$ cat src/hdl/lcs_pkg.sv
// Shared types and constants for the longest common subsequence block.
package lcs_pkg;

  // Field widths of the request and result ports.
  localparam int unsigned CMD_W = 2;
  localparam int unsigned SYM_W = 8;
  localparam int unsigned LEN_W = 7;
  localparam int unsigned POS_W = 6;

  // Request commands.
  typedef enum logic [CMD_W-1:0] {
    CMD_APPEND_X = 2'd0,
    CMD_APPEND_Y = 2'd1,
    CMD_COMPUTE  = 2'd2,
    CMD_NONE     = 2'd3
  } cmd_e;

  // Traceback direction stored for each table cell.
  typedef enum logic [1:0] {
    DIR_NONE = 2'd0,
    DIR_DIAG = 2'd1,
    DIR_UP   = 2'd2,
    DIR_LEFT = 2'd3
  } dir_e;

  // Sequencer states.
  typedef enum logic [2:0] {
    S_IDLE,
    S_FILL,
    S_CHECK,
    S_TB_RD,
    S_TB_STEP,
    S_EMIT_RD,
    S_EMIT_OUT,
    S_EMPTY
  } state_e;

endpackage

$ cat src/hdl/lcs_cell.sv
// One column cell of the systolic length table with its direction column memory.
module lcs_cell #(
  parameter int unsigned SYMBOL_BITS = 8,
  parameter int unsigned IW          = 6,
  parameter int unsigned CW          = 7
) (
  input  logic                   clk_i,
  input  logic                   rst_ni,
  input  logic                   clr_i,
  input  logic                   ld_x_i,
  input  logic [SYMBOL_BITS-1:0] x_sym_i,
  input  logic                   in_valid_i,
  input  logic [IW-1:0]          in_row_i,
  input  logic [SYMBOL_BITS-1:0] in_y_i,
  input  logic [CW-1:0]          in_new_i,
  input  logic [CW-1:0]          in_old_i,
  output logic                   out_valid_o,
  output logic [IW-1:0]          out_row_o,
  output logic [SYMBOL_BITS-1:0] out_y_o,
  output logic [CW-1:0]          out_new_o,
  output logic [CW-1:0]          out_old_o,
  output logic [CW-1:0]          len_o,
  output logic [SYMBOL_BITS-1:0] x_o,
  input  logic [IW-1:0]          rd_addr_i,
  output lcs_pkg::dir_e          dir_o
);

  localparam int unsigned DEPTH = 1 << IW;

  logic [SYMBOL_BITS-1:0] x_q;
  logic [CW-1:0]          len_q, len_d;
  logic                   valid_q;
  logic [IW-1:0]          row_q;
  logic [SYMBOL_BITS-1:0] y_q;
  logic [CW-1:0]          new_q, old_q;
  lcs_pkg::dir_e          dir_d, dir_q;
  lcs_pkg::dir_e          dir_mem [DEPTH];

  // Cell recurrence: diagonal on match, else the larger of up and left.
  always_comb begin
    if (in_y_i == x_q) begin
      len_d = in_old_i + CW'(1);
      dir_d = lcs_pkg::DIR_DIAG;
    end else if (len_q >= in_new_i) begin
      len_d = len_q;
      dir_d = lcs_pkg::DIR_UP;
    end else begin
      len_d = in_new_i;
      dir_d = lcs_pkg::DIR_LEFT;
    end
  end

  // Control state of the cell.
  always_ff @(posedge clk_i or negedge rst_ni) begin
    if (!rst_ni) begin
      valid_q <= 1'b0;
      len_q   <= '0;
    end else begin
      valid_q <= in_valid_i;
      if (clr_i) begin
        len_q <= '0;
      end else if (in_valid_i) begin
        len_q <= len_d;
      end
    end
  end

  // Payload handed to the right neighbor, and the loaded X symbol.
  always_ff @(posedge clk_i) begin
    if (ld_x_i) begin
      x_q <= x_sym_i;
    end
    row_q <= in_row_i;
    y_q   <= in_y_i;
    if (in_valid_i) begin
      new_q <= len_d;
      old_q <= len_q;
    end
  end

  // Direction column: written by row during fill, read during traceback.
  always_ff @(posedge clk_i) begin
    if (in_valid_i) begin
      dir_mem[in_row_i] <= dir_d;
    end
    dir_q <= dir_mem[rd_addr_i];
  end

  assign out_valid_o = valid_q;
  assign out_row_o   = row_q;
  assign out_y_o     = y_q;
  assign out_new_o   = new_q;
  assign out_old_o   = old_q;
  assign len_o       = len_q;
  assign x_o         = x_q;
  assign dir_o       = dir_q;

endmodule
$ cat config.mk
export PLATFORM = sky130hd
export DESIGN_NAME = lcs_cell
export DESIGN_NICKNAME = d
export VERILOG_FILES = /design/src/hdl/lcs_pkg.sv /design/src/hdl/lcs_cell.sv
export SDC_FILE = /design/constraint.sdc
export NUM_CORES = 1
export LEC_CHECK = 0
export BUFFER_PORTS_ARGS = -buffer_cell sky130_fd_sc_hd__buf_2
export CAP_MARGIN = 30
export CELL_PAD_IN_SITES_DETAIL_PLACEMENT = 1
export CELL_PAD_IN_SITES_GLOBAL_PLACEMENT = 1
export CORE_MARGIN = 2
export CORE_UTILIZATION = 35
export DETAILED_ROUTE_END_ITERATION = 12
export PLACE_DENSITY_LB_ADDON = 0.1
export SYNTH_ARGS = -nofsm -noshare
export SYNTH_HDL_FRONTEND = slang
export SYNTH_SLANG_ARGS = --single-unit
$ cat constraint.sdc
create_clock -name clk_i -period 4.46 [get_ports clk_i]
set_clock_uncertainty 0.2 [all_clocks]
set_input_delay 0.892 -clock clk_i [delete_from_list [all_inputs] [get_ports clk_i]]
set_output_delay 0.892 -clock clk_i [all_outputs]
set_load 0.1 [all_outputs]
Yosys cells after proc, flatten, opt, wreduce, memory -nomap -nowiden
Memories as Yosys holds them, arrays and structs flattened. A register that Yosys moved wholly into a read port is not among the register bits.
Cells that the tools add are included.
Word-level totals
  flip-flop bits (word level): 44
  bits in writable memories: 128
  input port bits: 47
  memories kept: 1
Operators by class
  mux-type cells: 8
  equal/unequal tests: 1
  add/subtract/negate cells: 1
  reduce and logical (&&, ||, !) cells: 1
  order comparisons: 1
Memory list
  dir_mem: depth 64, bits a word 2, rd ports 1, clocked after memory_dff 1, wr ports 1, RTL line lcs_cell.sv:37  | lcs_pkg::dir_e dir_mem [DEPTH];
Operators by type and width (count)
  $mux 7: 4
  $eq 8x8->1: 1
  $add 7x1->7 const B: 1
  $ge 7x7->1: 1
  $mux 1: 3
  $mux 2: 1
  $reduce_bool 2->1: 1

Depth between registers and ports, before layout
  word-level depth: 5
  depth in mapped cells: 9
  gate-level depth less buffers: 8

Least setup slack after synthesis
Ideal clock, no wire load.
  kind: register to register
  start point: register x_q[5], in the netlist x_o[5]
  end point: memory dir_mem[0][0] (netlist bit) (data pin)
  path slack: -0.053 ns
  cell stages (with the launch flop): 6
  library setup time: 0.569 ns
  period minus slack after synthesis: 4.513 ns
  arrival: 3.744 ns
  cells stage by stage: edfxtp_1 -> xor2_1 -> nor4_1 -> nand2_1 -> clkbuf_1 -> nand2_1
Between the ends
  longest elaborated chain between the ends: 2
Ends and longest elaborated chain
  start: declaration: RTL line lcs_cell.sv:30  | logic [SYMBOL_BITS-1:0] x_q;
  start signal: assignment: RTL line lcs_cell.sv:71  | x_q <= x_sym_i;
  $eq 8x8->1: RTL line lcs_cell.sv:41  | if (in_y_i == x_q) begin
  $mux 2: RTL line lcs_cell.sv:41
  net dir_d[0]: RTL line lcs_cell.sv:36  | lcs_pkg::dir_e dir_d, dir_q;
  end: declaration: RTL line lcs_cell.sv:37
The timed path passes the listed nets, and every way through them passes these cells.

Worst setup path in the final report
  start point: input port in_y_i[5]
  end point: memory dir_mem[41][0] (netlist bit) (data pin)
Between the ends
  longest elaborated chain between the ends: 2
Ends and longest elaborated chain
  start: declaration: RTL line lcs_cell.sv:14  | input logic [SYMBOL_BITS-1:0] in_y_i,
  $eq 8x8->1: RTL line lcs_cell.sv:41
  $mux 2: RTL line lcs_cell.sv:41
  net dir_d[0]: RTL line lcs_cell.sv:36
The timed path passes the listed nets, and every way through them passes these cells.

==> metrics.txt <==
Req. time, crit path 4390 ps; Setup crit end kind flop; Synth Area in Simple Gates 8.81%; global-route usage over all layers 16.5%; post-route clock period utilization ~68%; Worst Tran Pin Value 749 ps; Fin Hold WS around 120 ps; min Tclk post-route a little over 3000 ps; WL final 17.3 mm; worst setup margin ~1400 ps; Crit path arrival time approximately 3000 ps; most frequent cell after synthesis edfxtp_1; via/cell ratio between 5 and 6; Max Cap Violations 0; Reg area 5020 um^2; fillers roughly 2.1k; status completed; Synth top area share 62.0%; Worst Hold Class in2async; Fin. Hold Viols 0; Final Setup Violations 0; largest area contributor in the netlist edfxtp_1; Seq/Total Area, Yosys 69.2%; Place WS 853 ps; Post-DP HPWL 11.4 mm; CTS sink cnt between 150 and 200; fraction of the mapped netlist area in adder cells 1.38%; leakage 3.27 nW; Peak VDD IR 256 uV; Die H approximately 150 um; largest net degree at the start of global routing 65; CTS tree built; Final Max Tran Viols 0; vias post-DR between 4k and 5k; Synth Area in Compound Gates 3.24%; die area 21900 um^2; IO Count 93; #FFs+latches synth roughly 170; first-pass GRT wire length 26.6 mm; post_cts resized 0; mux contribution to synthesized area 13.8%; Residual DRC 0; Cell Area, Synth around 7300 um^2; Synth top cells by count edfxtp_1, nor2_1, mux4_1; final layout net count 597; H-Tree Depth 4; initial antenna violation count 1; Synth area leaders edfxtp_1, mux4_1, dfxtp_1; Setup TNS Final 0 ps; largest family of logic cells by synthesized area multiplexers; Initial Util 35.8%; Yosys warning count 0; clk slew on worst S/H paths approximately 60 ps; Layout area overhead 17.3%; DR pass1 iterations 7; CTS buffer count 17; Mapped Nets ~500; antenna viol nets, final 0; area of the core 20300 um^2; Crit Path Category in2reg; ratio of cells with drive above 1 in the final layout 24.9%; gr ovfl total 0; clock buffer depth 2; Max FO, Critical Path 64; CP Launch Type input pin; DRT iter0 DRCs 329; Gate Count Post-Synth 446; fin util 42.0%; pwr dens 450 nW/um^2; postcts setup bufs 0; Rel. slew slack 50.1%; fmax 330 MHz; Post-synth top flop edfxtp_1; vias in the first global route about 4.6k; share of synthesized registers carrying an async set or reset 4.60%; Cell variety after synth 42; Final GP Congestion roughly 0.71; Avg Cell Area, Syn ~16 um^2; die width between 100 and 150 um; Wirelength per Cell 20.9 um; area of the multi-input gates 2080 um^2; Post-Synth XOR/XNOR Area 1.45%; Rows 52; Post-CTS Hold Fix Bufs 0; unrepaired setup endpoints after global routing no; Post-synth EDFFs 150; root buffer cell clkbuf_16; IO buf count 92; Worst-Skew Late Latency between 400 and 500 ps
## layer usage
metal  track usage (%)  wire (um)  vias up
met5                 0          0        -
met4              5.19        201        0
met3              4.10        977       16
met2              27.2       8400      127
met1              21.7       7680     2131
li1                  -          -     1935
## cell type report
class / count / share of cell area, %
diodes: 1 / 0.0294
clock buffers: 25 / 5.83
clock inverters: 7 / 0.470
inverters: 8 / 0.352
multi-input cells: 243 / 24.4
flip-flops and latches: 174 / 59.0
well taps: 270 / 3.97
repair buffers: 98 / 5.93
## flip-flops by register name (all words and copies together), names as in the netlist
name and count:
out_old_o 7, out_new_o 7, dir_o 2, len_o 7, out_y_o 8, dir_mem 128
x_o 8, out_valid_o 1, out_row_o 6
## stage by stage
stage          instances  power (mW)  instance area, um^2
6_report             826        3.84                 8520
5_1_grt              825        3.97                 8520
4_1_cts              824        3.88                 8510
3_5_place_dp         792        2.52                 7970
3_3_place_gp         792        2.51                 7970
2_1_floorplan        446        2.37                 7260
## kinds of logic after synthesis
logic type | count (synthesis)
adders and majority gates | 8
muxes | 50
xor gates and xnor gates | 12
buffers and inverters | 29
AOI/OAI and AO/OA | 34
DFF | 174
and+or+nand+nor | 139
## cell usage in the layout, fill, tap and decap left out, types with 3 or more instances in the layout
cell         n
buf_4        6
dfxtp_1     16
ha_1         8
xnor2_1      3
mux4_1      23
nor2_1      78
a21oi_1     11
clkinv_2     4
nand2b_1     9
nand3b_1     3
buf_2       92
edfxtp_1   150
xor2_1       9
dfrtp_1      8
nor2b_1      7
o21ai_0      3
clkbuf_1     5
clkbuf_16   18
nand2_1     12
mux4_2      10
nor3_1       5
a211oi_1     4
inv_1        8
mux2i_1     17
a222oi_1     5
nand3_1     12
## worst paths after layout
check | cells past startpoint | from | to | slack, ps
worst max-delay path | 6 | in_y_i[5] | dir_mem[41][0] | 1430
worst min-delay path | 1 | rst_ni | len_o[6] | 120
worst max register to register | 5 | x_o[5] | dir_mem[41][0] | 1560
worst min register to register | 0 | len_o[0] | out_old_o[0] | 340
max in group asynchronous | 1 | rst_ni | len_o[3] | 3750
min in group clk_i | 0 | len_o[0] | out_old_o[0] | 340
## critical path, stage by stage
cell and delay [ps]:
buf_2 110, xor2_1 130, nor4_1 590, nand2_2 510
nand2_1 160, buf_4 530
## power by group
group          leakage, nW  internal, mW  total [mW]  switching, mW
clock network        0.264         0.771        1.36          0.588
registers             1.77          1.85        1.88         0.0272
logic                 1.24         0.122       0.602          0.481
total                 3.27          2.74        3.84           1.10
Note: power is estimated with default switching activity, not from simulation.
